### config.mk
export PLATFORM = sky130hd
export DESIGN_NAME = base85_stream_decoder
export DESIGN_NICKNAME = d
export VERILOG_FILES = /design/src/rtl/b85_pkg.sv /design/src/rtl/b85_front.sv /design/src/rtl/b85_cmd_fifo.sv /design/src/rtl/b85_back.sv /design/src/rtl/base85_stream_decoder.sv
export VERILOG_INCLUDE_DIRS = /design/src /design/src/rtl
export SDC_FILE = /design/constraint.sdc
export NUM_CORES = 1
export LEC_CHECK = 0
export ABC_AREA = 1
export BUFFER_PORTS_ARGS = -buffer_cell sky130_fd_sc_hd__buf_2
export CORE_UTILIZATION = 50
export CTS_CLUSTER_DIAMETER = 80
export CTS_CLUSTER_SIZE = 14
export DETAILED_ROUTE_END_ITERATION = 8
export MAX_ROUTING_LAYER = met4
export PLACE_DENSITY_LB_ADDON = 0.3
export SLEW_MARGIN = 20
export SYNTH_ARGS = -nofsm -noshare
export SYNTH_HDL_FRONTEND = slang
export SYNTH_SLANG_ARGS = --single-unit
### constraint.sdc
create_clock -name clock -period 11.4 [get_ports clock]
set_input_delay 3.42 -clock clock [delete_from_list [all_inputs] [get_ports clock]]
set_output_delay 3.42 -clock clock [all_outputs]
set_load 0.005 [all_outputs]
### src/rtl/assert_macros.svh
// assertion macros shared by the decoder modules
// expects signals named clock and reset in the including module
`ifndef ASSERT_MACROS_SVH
`define ASSERT_MACROS_SVH

// same-cycle implication
`define A_IMPLY(label, ante, cons, msg) \
   label: assert property (@(posedge clock) disable iff (reset) (ante) |-> (cons)) \
      else $error(msg);

// next-cycle implication
`define A_NEXT(label, ante, cons, msg) \
   label: assert property (@(posedge clock) disable iff (reset) (ante) |=> (cons)) \
      else $error(msg);

`endif

### src/rtl/b85_pkg.sv
// shared types, constants and helpers for the base85 stream decoder
// no dependencies
`default_nettype none

package b85_pkg;

   localparam int GROUP_W = 26;   // a held partial group stays below 85^4

   localparam logic [7:0]  CHAR_FIRST = 8'h21;
   localparam logic [7:0]  CHAR_LAST  = 8'h75;
   localparam logic [7:0]  CHAR_Z     = 8'h7A;
   localparam logic [7:0]  CHAR_Y     = 8'h79;
   localparam logic [7:0]  DIGIT_BIAS = 8'd33;
   localparam logic [32:0] RADIX      = 33'd85;
   localparam logic [2:0]  LAST_POS   = 3'd4;
   localparam logic [31:0] ZERO_WORD  = 32'h0000_0000;
   localparam logic [31:0] SPACE_WORD = 32'h2020_2020;

   typedef enum logic [1:0] {
      STAT_OK       = 2'd0,
      STAT_SHORTCUT = 2'd1,
      STAT_OVERFLOW = 2'd2,
      STAT_LONE     = 2'd3
   } status_type;

   typedef enum logic [1:0] {
      CMD_WORD  = 2'd0,
      CMD_FLUSH = 2'd1,
      CMD_NOTE  = 2'd2
   } cmd_kind_type;

   typedef struct packed {
      logic [7:0] char_in;
      logic       end_of_stream;
   } req_type;

   typedef struct packed {
      logic [7:0] out_byte;
      logic       byte_valid;
      status_type status;
      logic       last_of_run;
      logic       stream_end;
   } rsp_type;

   // one queued command: a word to emit, a partial group to pad, or a status note
   typedef struct packed {
      cmd_kind_type kind;
      logic [31:0]  word;
      logic [2:0]   count;
      status_type   status;
      logic         eos;
   } cmd_type;

   // padding k digits of 'u' (84) gives v*85^k + 85^k - 1
   function automatic logic [19:0] pad_scale(input logic [2:0] digits);
      logic [19:0] scale;
      unique case (digits)
         3'd2:    scale = 20'd614125;
         3'd3:    scale = 20'd7225;
         3'd4:    scale = 20'd85;
         default: scale = 20'd1;
      endcase
      return scale;
   endfunction

endpackage

`default_nettype wire

### src/rtl/b85_front.sv
// front end: classifies characters, accumulates groups, issues at most one command per item
// depends on b85_pkg and assert_macros.svh
`default_nettype none
`include "assert_macros.svh"

module b85_front (
   input  wire logic             clock,
   input  wire logic             reset,
   input  wire logic             accept,
   input  wire b85_pkg::req_type req,
   output logic                  push,
   output b85_pkg::cmd_type      cmd
);

   logic [2:0]                   cnt_ff, cnt_in;
   logic [b85_pkg::GROUP_W-1:0]  gv_ff, gv_in;
   logic                         err_ff, err_in;
   logic                         is_digit, is_short, issue;
   logic [32:0]                  mac;

   always_comb begin
      is_digit = (req.char_in >= b85_pkg::CHAR_FIRST) && (req.char_in <= b85_pkg::CHAR_LAST);
      is_short = (req.char_in == b85_pkg::CHAR_Z) || (req.char_in == b85_pkg::CHAR_Y);
      mac      = 33'(gv_ff) * b85_pkg::RADIX + 33'(req.char_in - b85_pkg::DIGIT_BIAS);

      cnt_in = cnt_ff;
      gv_in  = gv_ff;
      err_in = err_ff;
      issue  = 1'b0;
      cmd        = '0;
      cmd.kind   = b85_pkg::CMD_NOTE;
      cmd.status = b85_pkg::STAT_OK;
      cmd.eos    = req.end_of_stream;

      if (!err_ff) begin
         if (is_short) begin
            issue = 1'b1;
            if (cnt_ff != 3'd0) begin
               cmd.status = b85_pkg::STAT_SHORTCUT;
               err_in     = 1'b1;
            end else begin
               cmd.kind  = b85_pkg::CMD_WORD;
               cmd.word  = (req.char_in == b85_pkg::CHAR_Z) ? b85_pkg::ZERO_WORD
                                                            : b85_pkg::SPACE_WORD;
               cmd.count = 3'd4;
            end
         end else if (is_digit) begin
            if (cnt_ff == b85_pkg::LAST_POS) begin
               issue = 1'b1;
               if (mac[32]) begin
                  cmd.status = b85_pkg::STAT_OVERFLOW;
                  err_in     = 1'b1;
               end else begin
                  cmd.kind  = b85_pkg::CMD_WORD;
                  cmd.word  = mac[31:0];
                  cmd.count = 3'd4;
               end
               cnt_in = 3'd0;
               gv_in  = '0;
            end else begin
               cnt_in = cnt_ff + 3'd1;
               gv_in  = mac[b85_pkg::GROUP_W-1:0];
            end
         end
         // flush only when this item has not already produced something
         if (req.end_of_stream && !issue) begin
            issue = 1'b1;
            if (cnt_in == 3'd1) begin
               cmd.status = b85_pkg::STAT_LONE;
            end else if (cnt_in != 3'd0) begin
               cmd.kind  = b85_pkg::CMD_FLUSH;
               cmd.word  = 32'(gv_in);
               cmd.count = cnt_in;
            end
         end
      end else if (req.end_of_stream) begin
         issue = 1'b1;
      end

      if (req.end_of_stream) begin
         cnt_in = 3'd0;
         gv_in  = '0;
         err_in = 1'b0;
      end
   end

   assign push = accept && issue;

   always_ff @(posedge clock) begin
      if (reset) begin
         cnt_ff <= 3'd0;
         gv_ff  <= '0;
         err_ff <= 1'b0;
      end else if (accept) begin
         cnt_ff <= cnt_in;
         gv_ff  <= gv_in;
         err_ff <= err_in;
      end
   end

   `A_IMPLY(a_front_empty_group, cnt_ff == 3'd0, gv_ff == '0, "empty group holds a value")

endmodule

`default_nettype wire

### src/rtl/b85_cmd_fifo.sv
// command queue between the front end and the result serializer
// depends on b85_pkg and assert_macros.svh
`default_nettype none
`include "assert_macros.svh"

module b85_cmd_fifo #(
   parameter int DEPTH = 4
) (
   input  wire logic             clock,
   input  wire logic             reset,
   input  wire logic             push,
   input  wire b85_pkg::cmd_type push_data,
   input  wire logic             pop,
   output b85_pkg::cmd_type      pop_data,
   output logic                  full,
   output logic                  not_empty
);

   localparam int PTR_W = $clog2(DEPTH);
   localparam int CNT_W = $clog2(DEPTH + 1);

   b85_pkg::cmd_type  slots_ff [DEPTH];
   logic [PTR_W-1:0]  wr_ptr_ff, rd_ptr_ff;
   logic [CNT_W-1:0]  count_ff;

   assign full      = (count_ff == CNT_W'(DEPTH));
   assign not_empty = (count_ff != '0);
   assign pop_data  = slots_ff[rd_ptr_ff];

   always_ff @(posedge clock) begin
      if (reset) begin
         wr_ptr_ff <= '0;
         rd_ptr_ff <= '0;
         count_ff  <= '0;
      end else begin
         if (push) begin
            wr_ptr_ff <= (wr_ptr_ff == PTR_W'(DEPTH - 1)) ? '0 : wr_ptr_ff + 1'b1;
         end
         if (pop) begin
            rd_ptr_ff <= (rd_ptr_ff == PTR_W'(DEPTH - 1)) ? '0 : rd_ptr_ff + 1'b1;
         end
         if (push && !pop) begin
            count_ff <= count_ff + 1'b1;
         end else if (pop && !push) begin
            count_ff <= count_ff - 1'b1;
         end
      end
   end

   always_ff @(posedge clock) begin
      if (push) begin
         slots_ff[wr_ptr_ff] <= push_data;
      end
   end

   `A_IMPLY(a_fifo_no_overrun, push, !full || pop, "command pushed into a full queue")

endmodule

`default_nettype wire

### src/rtl/b85_back.sv
// back end: pads final groups and serializes commands into result items
// depends on b85_pkg and assert_macros.svh
`default_nettype none
`include "assert_macros.svh"

module b85_back (
   input  wire logic             clock,
   input  wire logic             reset,
   input  wire logic             cmd_valid,
   input  wire b85_pkg::cmd_type cmd,
   output logic                  pop,
   output logic                  rsp_valid,
   input  wire logic             rsp_ready,
   output b85_pkg::rsp_type      rsp_payload
);

   logic                 busy_ff;
   logic [2:0]           rem_ff;
   logic [31:0]          word_ff;
   logic                 data_ff;
   b85_pkg::status_type  status_ff;
   logic                 eos_ff;

   logic [19:0]          scale;
   logic [45:0]          padded;
   logic [2:0]           rem_in;
   logic [31:0]          word_in;
   logic                 data_in;
   b85_pkg::status_type  status_in;
   logic                 advance, done;

   assign advance = busy_ff && rsp_ready;
   assign done    = advance && (rem_ff == 3'd1);
   assign pop     = cmd_valid && (!busy_ff || done);

   always_comb begin
      scale  = b85_pkg::pad_scale(cmd.count);
      padded = 46'(cmd.word[b85_pkg::GROUP_W-1:0]) * 46'(scale) + 46'(scale - 20'd1);

      rem_in    = 3'd1;
      word_in   = '0;
      data_in   = 1'b0;
      status_in = cmd.status;
      unique case (cmd.kind)
         b85_pkg::CMD_WORD: begin
            rem_in    = cmd.count;
            word_in   = cmd.word;
            data_in   = 1'b1;
            status_in = b85_pkg::STAT_OK;
         end
         b85_pkg::CMD_FLUSH: begin
            if (|padded[45:32]) begin
               status_in = b85_pkg::STAT_OVERFLOW;
            end else begin
               rem_in    = cmd.count - 3'd1;
               word_in   = padded[31:0];
               data_in   = 1'b1;
               status_in = b85_pkg::STAT_OK;
            end
         end
         default: begin
         end
      endcase
   end

   always_ff @(posedge clock) begin
      if (reset) begin
         busy_ff <= 1'b0;
         rem_ff  <= 3'd0;
      end else if (pop) begin
         busy_ff <= 1'b1;
         rem_ff  <= rem_in;
      end else if (advance) begin
         busy_ff <= !done;
         rem_ff  <= rem_ff - 3'd1;
      end
   end

   always_ff @(posedge clock) begin
      if (pop) begin
         word_ff   <= word_in;
         data_ff   <= data_in;
         status_ff <= status_in;
         eos_ff    <= cmd.eos;
      end else if (advance) begin
         word_ff   <= {word_ff[23:0], 8'h00};
      end
   end

   assign rsp_valid               = busy_ff;
   assign rsp_payload.out_byte    = word_ff[31:24];
   assign rsp_payload.byte_valid  = data_ff;
   assign rsp_payload.status      = status_ff;
   assign rsp_payload.last_of_run = (rem_ff == 3'd1);
   assign rsp_payload.stream_end  = eos_ff && (rem_ff == 3'd1);

   `A_IMPLY(a_back_rem_live, busy_ff, rem_ff != 3'd0, "busy with no results left")
   `A_IMPLY(a_back_note_single, busy_ff && !data_ff, rem_ff == 3'd1, "status note spans items")
   `A_NEXT(a_back_load, pop, busy_ff, "loaded command not presented")

endmodule

`default_nettype wire

### src/rtl/base85_stream_decoder.sv
// an item's command is stored in the queue, then loaded into the serializer's registers
// one item per cycle while the queue has room; an item with n results yields n result items
// the command queue (QUEUE_DEPTH entries) lets input run ahead of the output serializer
// reset (synchronous, active high) clears group state, error flag, queue and output
// top level of the base85 stream decoder; depends on b85_pkg, b85_front, b85_cmd_fifo, b85_back
`default_nettype none

module base85_stream_decoder #(
   parameter int QUEUE_DEPTH = 4
) (
   input  wire logic             clock,
   input  wire logic             reset,
   input  wire logic             req_valid,
   output logic                  req_ready,
   input  wire b85_pkg::req_type req_payload,
   output logic                  rsp_valid,
   input  wire logic             rsp_ready,
   output b85_pkg::rsp_type      rsp_payload
);

   logic             accept, push, pop, full, not_empty;
   b85_pkg::cmd_type push_cmd, pop_cmd;

   assign req_ready = !full;
   assign accept    = req_valid && req_ready;

   b85_front u_front (
      .clock  (clock),
      .reset  (reset),
      .accept (accept),
      .req    (req_payload),
      .push   (push),
      .cmd    (push_cmd)
   );

   b85_cmd_fifo #(
      .DEPTH (QUEUE_DEPTH)
   ) u_fifo (
      .clock     (clock),
      .reset     (reset),
      .push      (push),
      .push_data (push_cmd),
      .pop       (pop),
      .pop_data  (pop_cmd),
      .full      (full),
      .not_empty (not_empty)
   );

   b85_back u_back (
      .clock       (clock),
      .reset       (reset),
      .cmd_valid   (not_empty),
      .cmd         (pop_cmd),
      .pop         (pop),
      .rsp_valid   (rsp_valid),
      .rsp_ready   (rsp_ready),
      .rsp_payload (rsp_payload)
   );

endmodule

`default_nettype wire
* Yosys cells after proc, flatten, opt, wreduce, memory -nomap -nowiden
Memories as Yosys holds them, arrays and structs flattened. A register that Yosys moved wholly into a read port is not among the register bits.
Cells that the tools add are included.
** Word-level totals
- Bits in writable memories :: 160
- Input bits :: 13
- Word-level logic and storage cells :: 128
- Output and inout port bits :: 15
- Register bits :: 77
- Memories kept :: 1
** Cells by class
- Reduce and logical (&&, ||, !) cells :: 26
- Magnitude comparators :: 2
- Add/sub/neg operators :: 11
- Equal/unequal tests :: 13
- Multiplexer cells :: 61
- Multiply operators :: 2
** Memory list
- u_fifo.slots_ff :: depth 4, width 40, read ports 1, clocked after Yosys merged registers in 1, wr ports 1, line b85_cmd_fifo.sv:22 : b85_pkg::cmd_type slots_ff [DEPTH];
** Operators with widths (number)
- two-way mux 39 bit :: 5
- two-way mux 37 bit :: 4
- two-way mux 26 bit :: 5
- two-way mux 32 bit :: 3
- case mux 32 bit (2 select lines) :: 1
- case mux 20 bit (3 select lines) :: 1
- adder 46 bit :: 1
- multiplier 26 x 20 -> 46 bit :: 1
- adder 33 bit :: 1
- multiplier 26 x 7 -> 33 bit, second input constant :: 1
- two-way mux 3 bit :: 11
- two-way mux 30 bit :: 1
- subtractor 20 x 1 -> 21 bit, second input constant :: 1
- two-way mux 1 bit :: 20
- == test 8 x 7 -> 1 bit, second input constant :: 2
- two-way mux 2 bit :: 7
- OR reduction 14 bit :: 1
- logical AND 1 bit :: 10
- == test 3 bit, second input constant :: 3
- nonzero test 3 bit :: 3
- subtractor 3 x 1 -> 3 bit, second input constant :: 3
- subtractor 8 x 6 -> 9 bit, second input constant :: 1
- >= comparator 8 x 6 -> 1 bit, second input constant :: 1
- less-or-equal comparator 8 x 7 -> 1 bit, second input constant :: 1
- 15 further kinds :: 27

* Depth between registers and ports, before layout
Gate-level depths: netlist of the first run.
- Word-level depth :: 14
- Mapped depth :: 53
- Mapped depth without buffers :: 48

* Hierarchy
Synthesis of the first run repeated with hierarchy kept, for this count alone.
** Second synthesis, totals
- Cells, all modules :: 3493
- Area, all modules :: 29981.3 µm²
** Modules (own cells, without submodules)
- b85_back :: seq. area each 1161.1 µm², instances 1, area an instance 16220.6 µm², cells an instance 2001
- b85_front :: seq. area each 600.6 µm², instances 1, area an instance 7233.2 µm², cells an instance 1042
- b85_cmd_fifo :: seq. area each 4984.8 µm², instances 1, area an instance 6513.7 µm², cells an instance 447
- base85_stream_decoder :: seq. area each 0.0 µm², instances 1, area an instance 13.8 µm², cells an instance 3

* Least setup slack after synthesis of the first run
No wires, ideal clock.
- Kind :: flip-flop to flip-flop
- From :: reg with a tool-made name
- To :: reg u_back.word_ff[20], data pin
- Slack :: 2503 ps
- Required time :: 11269 ps
- Period minus slack after synthesis :: 8897 ps
- Buffers on the path :: 7
- Library setup time :: 131 ps
- Stages on the path, launching flop included :: 47
- Data arrival time :: 8766 ps
- Cell sequence :: dfxtp_1 -> buf_4 -> clkbuf_1 -> clkbuf_1 -> buf_1 -> a21oi_1 -> a32oi_1 -> ha_1 -> inv_1 -> nor2_1 -> inv_2 -> nand2_1 -> inv_1 -> buf_2 -> clkbuf_1 -> nor2_1 -> inv_1 -> fa_1 -> [... 11 more ...] -> nor2_1 -> nand2_1 -> nor2_1 -> nand2_1 -> nand3b_1 -> nand2_1 -> nand3_1 -> nand2_1 -> nor2_1 -> nand2_1 -> nor2_4 -> nand2_4 -> nor2_8 -> buf_6 -> nand2_2 -> o21ai_1 -> nand2_1 -> nand2_1
** RTL lines
- end signal: assignment :: line b85_back.sv:81 : word_ff <= word_in;
- end signal: assignment :: line b85_back.sv:86 : word_ff <= {word_ff[23:0], 8'h00};
- end: declaration :: line b85_back.sv:19 : logic [31:0] word_ff;

==> results.sh, run 1 <==
export IMPL_antenna_found_initial=0
export IMPL_startpoint_type="flop"
export IMPL_dr_wl_met2_um=36560
export IMPL_clock_path_buffers=3
export IMPL_drive_above_1_share_pct=6.453
export IMPL_period_minus_slack_ns=10.16
export IMPL_critical_path_class="reg -> reg"
export IMPL_synth_cell_types=59
export IMPL_drc_errors=0
export IMPL_wire_per_inst_um=18.16
export IMPL_min_period_over_period_pct=89.09
export IMPL_worstPathRequired_ns=11.78
export IMPL_cpPeakStageDelay_ns=0.71
export IMPL_die_area_mm2=0.05964
export IMPL_synth_warnings=0
export IMPL_tightest_slew_ns=1.121
export IMPL_cts_made_buffers=24
export IMPL_synth_top_area_cell="fa_1"
export IMPL_clockRootBuffer="clkbuf_16"
export IMPL_postCtsSetupBuffers=0
export IMPL_cts_tree="done"
export IMPL_slew_violations=0
export IMPL_synth_cells=3405
export IMPL_dr_pass1_iters=6
export IMPL_cp_common_cell="inv_1"
export IMPL_yosysSeqAreaShare_pct=23.00
export IMPL_via_per_inst=5.188
export IMPL_cp_max_fo=32
export IMPL_clk_latency_ns=0.55
export IMPL_area_growth_pct=5.873
export IMPL_synth_nets=4136
export IMPL_fin_worst_skew_ns=0.01549
export IMPL_async_flop_share_pct=0
export IMPL_setup_viol=0
export IMPL_synth_area_leaders="fa_1, edfxtp_1, ha_1, inv_1, nand2_1"
export IMPL_cp_arrival_ns=10.54
export IMPL_crit_slowest_cell="inv_1"
export IMPL_antenna_cells=0
export IMPL_hold_buffers=0
export IMPL_clk_pin_slew_ns=0.07
export IMPL_nets=4138
export IMPL_io_buffers=27
export IMPL_ant_nets=0
export IMPL_yosys_mux_area_fraction_pct=0
export IMPL_hpwl_um=63190
export IMPL_timing_fmax_mhz=98.46
export IMPL_grt_ovfl_total=0
export IMPL_cts_sinks=239
export IMPL_post_cts_resized=0
export IMPL_core_mm2=0.05781
export IMPL_grt_pass1_wl_um=121600
export IMPL_synth_area_mm2=0.02934
export IMPL_num_io_pins=28
export IMPL_yosysMostFrequentCell="inv_1"
export IMPL_die_x_um=244.2
export IMPL_rsz0062_at_grt="no"
export IMPL_dieHeight_um=244.2
export IMPL_drt_wl_total_um=76110
export IMPL_max_cap_viol_count=0
export IMPL_synthAdderAreaFrac_pct=39.68
export IMPL_synth_compound_area_share_pct=7.148
export IMPL_synth_top_family_by_area="adder cells"
export IMPL_grt_pass1_vias=22481
export IMPL_min_path_type="reg -> reg"
export IMPL_place_congestion=1.029
export IMPL_synthFlopType="edfxtp_1"
export IMPL_path_delay_family="adder cells"
export IMPL_synth_edf_count=196
export IMPL_core_rowCount=88
export IMPL_wl_met1_um=32890
export IMPL_track_usage_pct=26.93
export IMPL_synthXorXnorAreaFrac_pct=2.299
export IMPL_fin_tns_setup_ns=0
export IMPL_drt_iter0_drc=1484
export IMPL_slew_headroom_pct=25.26
export IMPL_yosys_area_share_simple_pct=16.14
export IMPL_grt_max_degree=59
export IMPL_synth_top_area_share_pct=24.16
export IMPL_hold_viol=0
export IMPL_htree_levels=1
export IMPL_outcome="finished, final reports clean"
export IMPL_met3_length_um=4166
export IMPL_dr_total_vias=21736
export IMPL_synth_seq_cells=239
export IMPL_initial_utilization_pct=50.75
export IMPL_cp_end_kind="flop"
export IMPL_synth_commonest_cells="inv_1, nand2_1, ha_1"
export IMPL_syn_avg_cell_area_um2=8.615
export IMPL_cp_buffers_inverters=13
export IMPL_highest_layer="met4"
cell type report:
cell class / count / area (um^2)
fill: 5357 / 26750
multi-input combinational: 2273 / 19210
sequential: 239 / 6748
inverter: 820 / 3078
tap: 765 / 957.2
clock buffer: 38 / 695.7
timing repair buffer: 49 / 300.3
clock inverter: 6 / 67.56
cell families after synthesis:
group,Yosys count
fa+ha+maj,718
xor+xnor,77
compound gates,358
buf+inv,893
flops,239
simple gates,1120
tightest hold or removal path, stage by stage (launching register included):
cell	delay (ns)
dfxtp_1	0.32
nand2_1	0.07
a21oi_1	0.06
worst paths after layout:
| check | start | endpoint | slack, ns | cells after the start |
|---|---|---|---|---|
| setup reg to reg | flop | u_back.word_ff[1] | 1.24 | 41 |
| hold / removal | u_front.cnt_ff[1] | u_front.cnt_ff[1] | 0.49 | 2 |
| setup / recovery | flop | u_back.word_ff[1] | 1.24 | 41 |
| hold reg to reg | u_front.cnt_ff[1] | u_front.cnt_ff[1] | 0.49 | 2 |
layout by cell type (no fill, tap or decap), drive strengths merged, types with 7 or more instances in the layout:
master / n
inv: 821
nand2: 706
ha: 364
fa: 354
nor2: 247
edfxtp: 196
a21oi: 137
o21ai: 115
nand3: 71
or2: 58
buf: 49
xor2: 48
dfxtp: 43
clkbuf: 38
xnor2: 29
a32oi: 28
o22ai: 20
nor3: 15
o21bai: 14
a21o: 12
nand4: 11
nand3b: 7
a22oi: 7
per-stage QoR:
stage          setup slack [ns]  std cells  area (um^2)  utilization (%)  hold WS (ns)
6_report                  1.243       4190        31060            53.73        0.4949
5_1_grt                  0.5656       4190        31060            53.73        0.5112
4_1_cts                   1.295       4190        31060            53.73        0.4945
3_5_place_dp              1.314       4146        30300            52.41        0.4858
3_3_place_gp              1.411       4146        30300            52.41        0.4761
2_1_floorplan             2.503       3405        29340                -        0.4513
state kept, by name, indices dropped and copies added (netlist names), named ones only:
signal,count
u_fifo.rd_ptr_ff,2
u_back.rem_ff,3
u_back.data_ff,1
u_fifo.count_ff,3
u_fifo.wr_ptr_ff,2
u_back.word_ff,32
u_fifo.slots_ff,160
u_back.status_ff,2
u_back.rsp_valid,1
u_front.cnt_ff,3
u_back.eos_ff,1
u_front.err_ff,1
u_front.gv_ff,26
routing by layer:
metal,vias up,track usage [%]
li1,10564,-
met4,0,8.401
met2,597,45.28
met3,128,2.864
met5,-,-
met1,10447,34.16
Power of run 1 is not shown: default switching activity piles up to over one toggle a cycle in this logic, so the estimate is an artifact.
==> run 2: changes to the inputs <==
--- a/config.mk
+++ b/config.mk
@@ -8,12 +8,13 @@
 export LEC_CHECK = 0
 export ABC_AREA = 1
 export BUFFER_PORTS_ARGS = -buffer_cell sky130_fd_sc_hd__buf_2
-export CORE_UTILIZATION = 50
+export CORE_UTILIZATION = 45
 export CTS_CLUSTER_DIAMETER = 80
 export CTS_CLUSTER_SIZE = 14
 export DETAILED_ROUTE_END_ITERATION = 8
 export MAX_ROUTING_LAYER = met4
 export PLACE_DENSITY_LB_ADDON = 0.3
+export RECOVER_POWER = 100
 export SLEW_MARGIN = 20
 export SYNTH_ARGS = -nofsm -noshare
 export SYNTH_HDL_FRONTEND = slang
==> results.sh, run 2 (same netlist as run 1, synthesis figures left out) <==
export IMPL_outcome="finished, violations left"
export IMPL_violations="max-capacitance violations, max-slew violations"
export IMPL_die_x_um=257.3
export IMPL_ant_nets=0
export IMPL_die_area_mm2=0.06622
export IMPL_antenna_found_initial=0
export IMPL_crit_slowest_cell="dfxtp_2"
export IMPL_period_minus_slack_ns=10.56
export IMPL_dieHeight_um=257.3
export IMPL_worstPathRequired_ns=11.81
export IMPL_via_per_inst=5.119
export IMPL_dpl_cell_count=4240
export IMPL_clockRootBuffer="clkbuf_16"
export IMPL_whs_path_depth=2
export IMPL_drt_wl_total_um=77490
export IMPL_htree_levels=1
export IMPL_top_register="u_fifo.slots_ff"
export IMPL_largest_register_ffs=160
export IMPL_clock_path_buffers=3
export IMPL_clk_pin_slew_ns=0.07
export IMPL_drc_errors=0
export IMPL_grt_pass1_vias=22682
export IMPL_fin_worst_skew_ns=0.01487
export IMPL_cp_max_fo=32
export IMPL_rsz0062_at_grt="no"
export IMPL_antenna_cells=0
export IMPL_min_path_type="reg -> reg"
export IMPL_min_period_over_period_pct=92.66
export IMPL_place_congestion=1.009
export IMPL_multi_input_area_mm2=0.01919
export IMPL_hold_viol=0
export IMPL_rr_worst_depth=43
export IMPL_wire_per_inst_um=18.08
export IMPL_slew_violations=275
export IMPL_max_cap_viol_count=7
export IMPL_io_buffers=27
export IMPL_clk_latency_ns=0.54
export IMPL_layout_commonest_cell="inv_1"
export IMPL_timing_fmax_mhz=94.67
export IMPL_regArea_mm2=0.006748
export IMPL_slew_headroom_pct=-72.54
export IMPL_postCtsSetupBuffers=0
export IMPL_cp_arrival_ns=10.97
export IMPL_initial_utilization_pct=45.51
export IMPL_core_rowCount=93
export IMPL_reg_top3="u_fifo.slots_ff: 160 flops, u_back.word_ff: 32 flops, u_front.gv_ff: 26 flops"
export IMPL_startpoint_type="flop"
export IMPL_area_growth_pct=6.172
export IMPL_setup_viol=0
export IMPL_instances_no_fill=4285
export IMPL_cts_tree="done"
export IMPL_core_mm2=0.06446
export IMPL_drt_iter0_drc=1640
export IMPL_grt_pass1_wl_um=125700
export IMPL_cp_end_kind="flop"
export IMPL_nets=4143
export IMPL_n_fill_cell=6240
export IMPL_cp_common_cell="nand2_1"
export IMPL_num_io_pins=28
export IMPL_drive_above_1_share_pct=5.627
export IMPL_pre_cts_slack_ns=0.8156
export IMPL_cts_sinks=239
export IMPL_hpwl_um=64060
export IMPL_grt_ovfl_total=0
export IMPL_dr_pass1_iters=6
export IMPL_critical_path_class="reg -> reg"
export IMPL_most_common_layout_cells="inv_1, nand2_1, ha_1"
export IMPL_grt_max_degree=59
export IMPL_fin_util_pct=48.32
export IMPL_cts_made_buffers=24
export IMPL_tightest_slew_ns=2.588
export IMPL_cpPeakStageDelay_ns=0.62
export IMPL_track_usage_pct=24.92
export IMPL_setup_slack_ns=0.8371
export IMPL_fin_tns_setup_ns=0
export IMPL_dr_total_vias=21935
==> run 2: per-layer routing <==
metal,up-vias,track usage (%),part of all wire (%)
met5,-,-,0
met4,0,7.314,3.7
met3,154,2.482,5.8
met2,683,40.96,47
met1,10529,32.64,44
li1,10569,-,-
==> run 2: stage by stage <==
step	area [um^2]	hold WS [ns]
floorplan	29340	0.4513
global placement	30440	0.4769
detailed placement	30440	0.4787
CTS	31220	0.4882
global route	31150	0.5162
finish	31150	0.4877
==> run 2: final timing paths <==
path	start	endpoint	slack (ns)
min reg2reg	u_front.cnt_ff[1]	u_front.cnt_ff[1]	0.49
max reg2reg	flop	u_back.word_ff[17]	0.84
max	flop	u_back.word_ff[17]	0.84
min	u_front.cnt_ff[1]	u_front.cnt_ff[1]	0.49
==> run 2: area by class of cell <==
| type | instances | area share (%) |
|---|---|---|
| multi-input cells | 2273 | 61.62 |
| flip-flops and latches | 239 | 21.66 |
| inverters | 820 | 9.894 |
| well taps | 855 | 3.435 |
| clock buffers | 35 | 2.129 |
| repair buffers | 53 | 0.8838 |
| clock inverters | 9 | 0.3535 |
| repair inverters | 1 | 0.02410 |
==> run 2: timing repair <==
item	in CTS	in global routing
endpoints found under the setup margin	0	9
resized for setup	0	4
hold buffers	0	0
==> run 2: critical path, delay by kind of cell, from the launching register on <==
kind / cells / cell delay [ns]
fa+ha+maj: 9 / 4.11
flops: 1 / 0.62
buf+inv: 11 / 1.58
compound gates: 2 / 0.31
simple gates: 21 / 3.78
Power of run 2 is left out for the same reason.
==> run 3: changes to the inputs <==
--- a/config.mk
+++ b/config.mk
@@ -8,7 +8,7 @@
 export LEC_CHECK = 0
 export ABC_AREA = 1
 export BUFFER_PORTS_ARGS = -buffer_cell sky130_fd_sc_hd__buf_2
-export CORE_UTILIZATION = 45
+export CORE_UTILIZATION = 40
 export CTS_CLUSTER_DIAMETER = 80
 export CTS_CLUSTER_SIZE = 14
 export DETAILED_ROUTE_END_ITERATION = 8
==> results.sh, run 3 (same netlist as run 1, synthesis figures left out) <==
export IMPL_outcome="finished, violations left"
export IMPL_violations="max-capacitance violations, max-slew violations"
export IMPL_hold_buffers=0
export IMPL_cp_common_cell="nand2_1"
export IMPL_cp_max_fo=39
export IMPL_wire_per_inst_um=17.93
export IMPL_period_minus_slack_ns=10.19
export IMPL_n_fill_cell=7225
export IMPL_design_area_mm2=0.03120
export IMPL_slew_violations=309
export IMPL_initial_utilization_pct=40.76
export IMPL_reg_top3="u_fifo.slots_ff: 160 flops, u_back.word_ff: 32 flops, u_front.gv_ff: 26 flops"
export IMPL_placed_cell_area_mm2=0.03055
export IMPL_hold_slack_ns=0.4866
export IMPL_setup_viol=0
export IMPL_fin_worst_skew_ns=0.02349
export IMPL_grt_pass1_vias=22331
export IMPL_via_per_inst=4.971
export IMPL_regArea_mm2=0.006748
export IMPL_startpoint_type="flop"
export IMPL_drt_wl_total_um=78460
export IMPL_area_growth_pct=6.372
export IMPL_crit_slowest_cell="clkbuf_1"
export IMPL_hold_viol=0
export IMPL_top_register="u_fifo.slots_ff"
export IMPL_cts_sinks=239
export IMPL_grt_pass1_wl_um=124800
export IMPL_most_common_layout_cells="inv_1, nand2_1, ha_1"
export IMPL_post_cts_resized=0
export IMPL_largest_register_ffs=160
export IMPL_ant_nets=0
export IMPL_timing_fmax_mhz=98.12
export IMPL_clock_path_buffers=3
export IMPL_rsz0062_at_grt="no"
export IMPL_clockRootBuffer="clkbuf_16"
export IMPL_hpwl_um=65310
export IMPL_antenna_found_initial=0
export IMPL_dr_total_vias=21756
export IMPL_fin_tns_setup_ns=0
export IMPL_place_congestion=0.9889
export IMPL_htree_levels=1
export IMPL_drc_errors=0
export IMPL_die_area_mm2=0.07443
export IMPL_tightest_slew_ns=2.698
export IMPL_multi_input_area_mm2=0.01918
export IMPL_max_cap_viol_count=8
export IMPL_cts_tree="done"
export IMPL_track_usage_pct=22.17
export IMPL_io_buffers=27
export IMPL_dr_pass1_iters=7
export IMPL_grt_max_degree=69
export IMPL_clk_latency_ns=0.55
export IMPL_drt_iter0_drc=1593
export IMPL_drive_above_1_share_pct=5.486
export IMPL_min_path_type="reg -> reg"
export IMPL_antenna_cells=0
export IMPL_cp_arrival_ns=10.60
export IMPL_worstPathRequired_ns=11.81
export IMPL_critical_path_class="reg -> reg"
export IMPL_slew_headroom_pct=-79.87
export IMPL_core_rowCount=98
export IMPL_num_io_pins=28
export IMPL_die_x_um=272.8
export IMPL_min_period_over_period_pct=89.40
export IMPL_layout_commonest_cell="inv_1"
export IMPL_dieHeight_um=272.8
export IMPL_cts_made_buffers=24
export IMPL_grt_ovfl_total=0
export IMPL_cp_end_kind="flop"
export IMPL_postCtsSetupBuffers=0
export IMPL_fin_util_pct=43.35
export IMPL_cpPeakStageDelay_ns=1.27
export IMPL_nets=4140
export IMPL_clk_pin_slew_ns=0.07
export IMPL_core_mm2=0.07198
[run 3: cell type report]
cell class              count  area share, %
repair buffers             51         0.8380
inverters                 820          9.864
flip-flops and latches    239          21.62
multi-input cells        2273          61.46
clock inverters             7         0.2285
well taps                 950          3.809
clock buffers              37          2.181
[run 3: worst max-delay path: cells and delay by family (launching register included)]
family                     cells  cell delay (ns)
AOI/OAI and AO/OA              2             0.57
adders and majority gates      8             3.71
DFF                            1             0.40
and+or+nand+nor               16             3.08
buffers and inverters          8             2.24
[run 3: metrics by stage]
step                      cells  setup slack, ns
final                      4377            1.209
after global routing       4377           0.6171
after CTS                  4377            1.711
after detailed placement   4333            1.139
after global placement     4333            1.195
after floorplan            3405            2.503
[run 3: per-layer routing]
| layer | share of wire (%) | GRT usage [%] | wire length [um] |
|---|---|---|---|
| met1 | 45 | 28.95 | 35310 |
| met2 | 48 | 37.83 | 38020 |
| met3 | 4.4 | 1.564 | 3455 |
| met4 | 2.1 | 4.450 | 1673 |
| met5 | 0 | - | 0 |
[run 3: worst paths after layout]
path                                        start            endpoint  slack (ns)  cells past startpoint
worst max-delay path                         flop  u_back.word_ff[24]        1.21                     34
worst max register to register               flop  u_back.word_ff[24]        1.21                     34
worst min register to register  u_front.cnt_ff[1]   u_front.cnt_ff[1]        0.49                      2
worst min-delay path            u_front.cnt_ff[1]   u_front.cnt_ff[1]        0.49                      2
Power of run 3 is left out for the same reason.
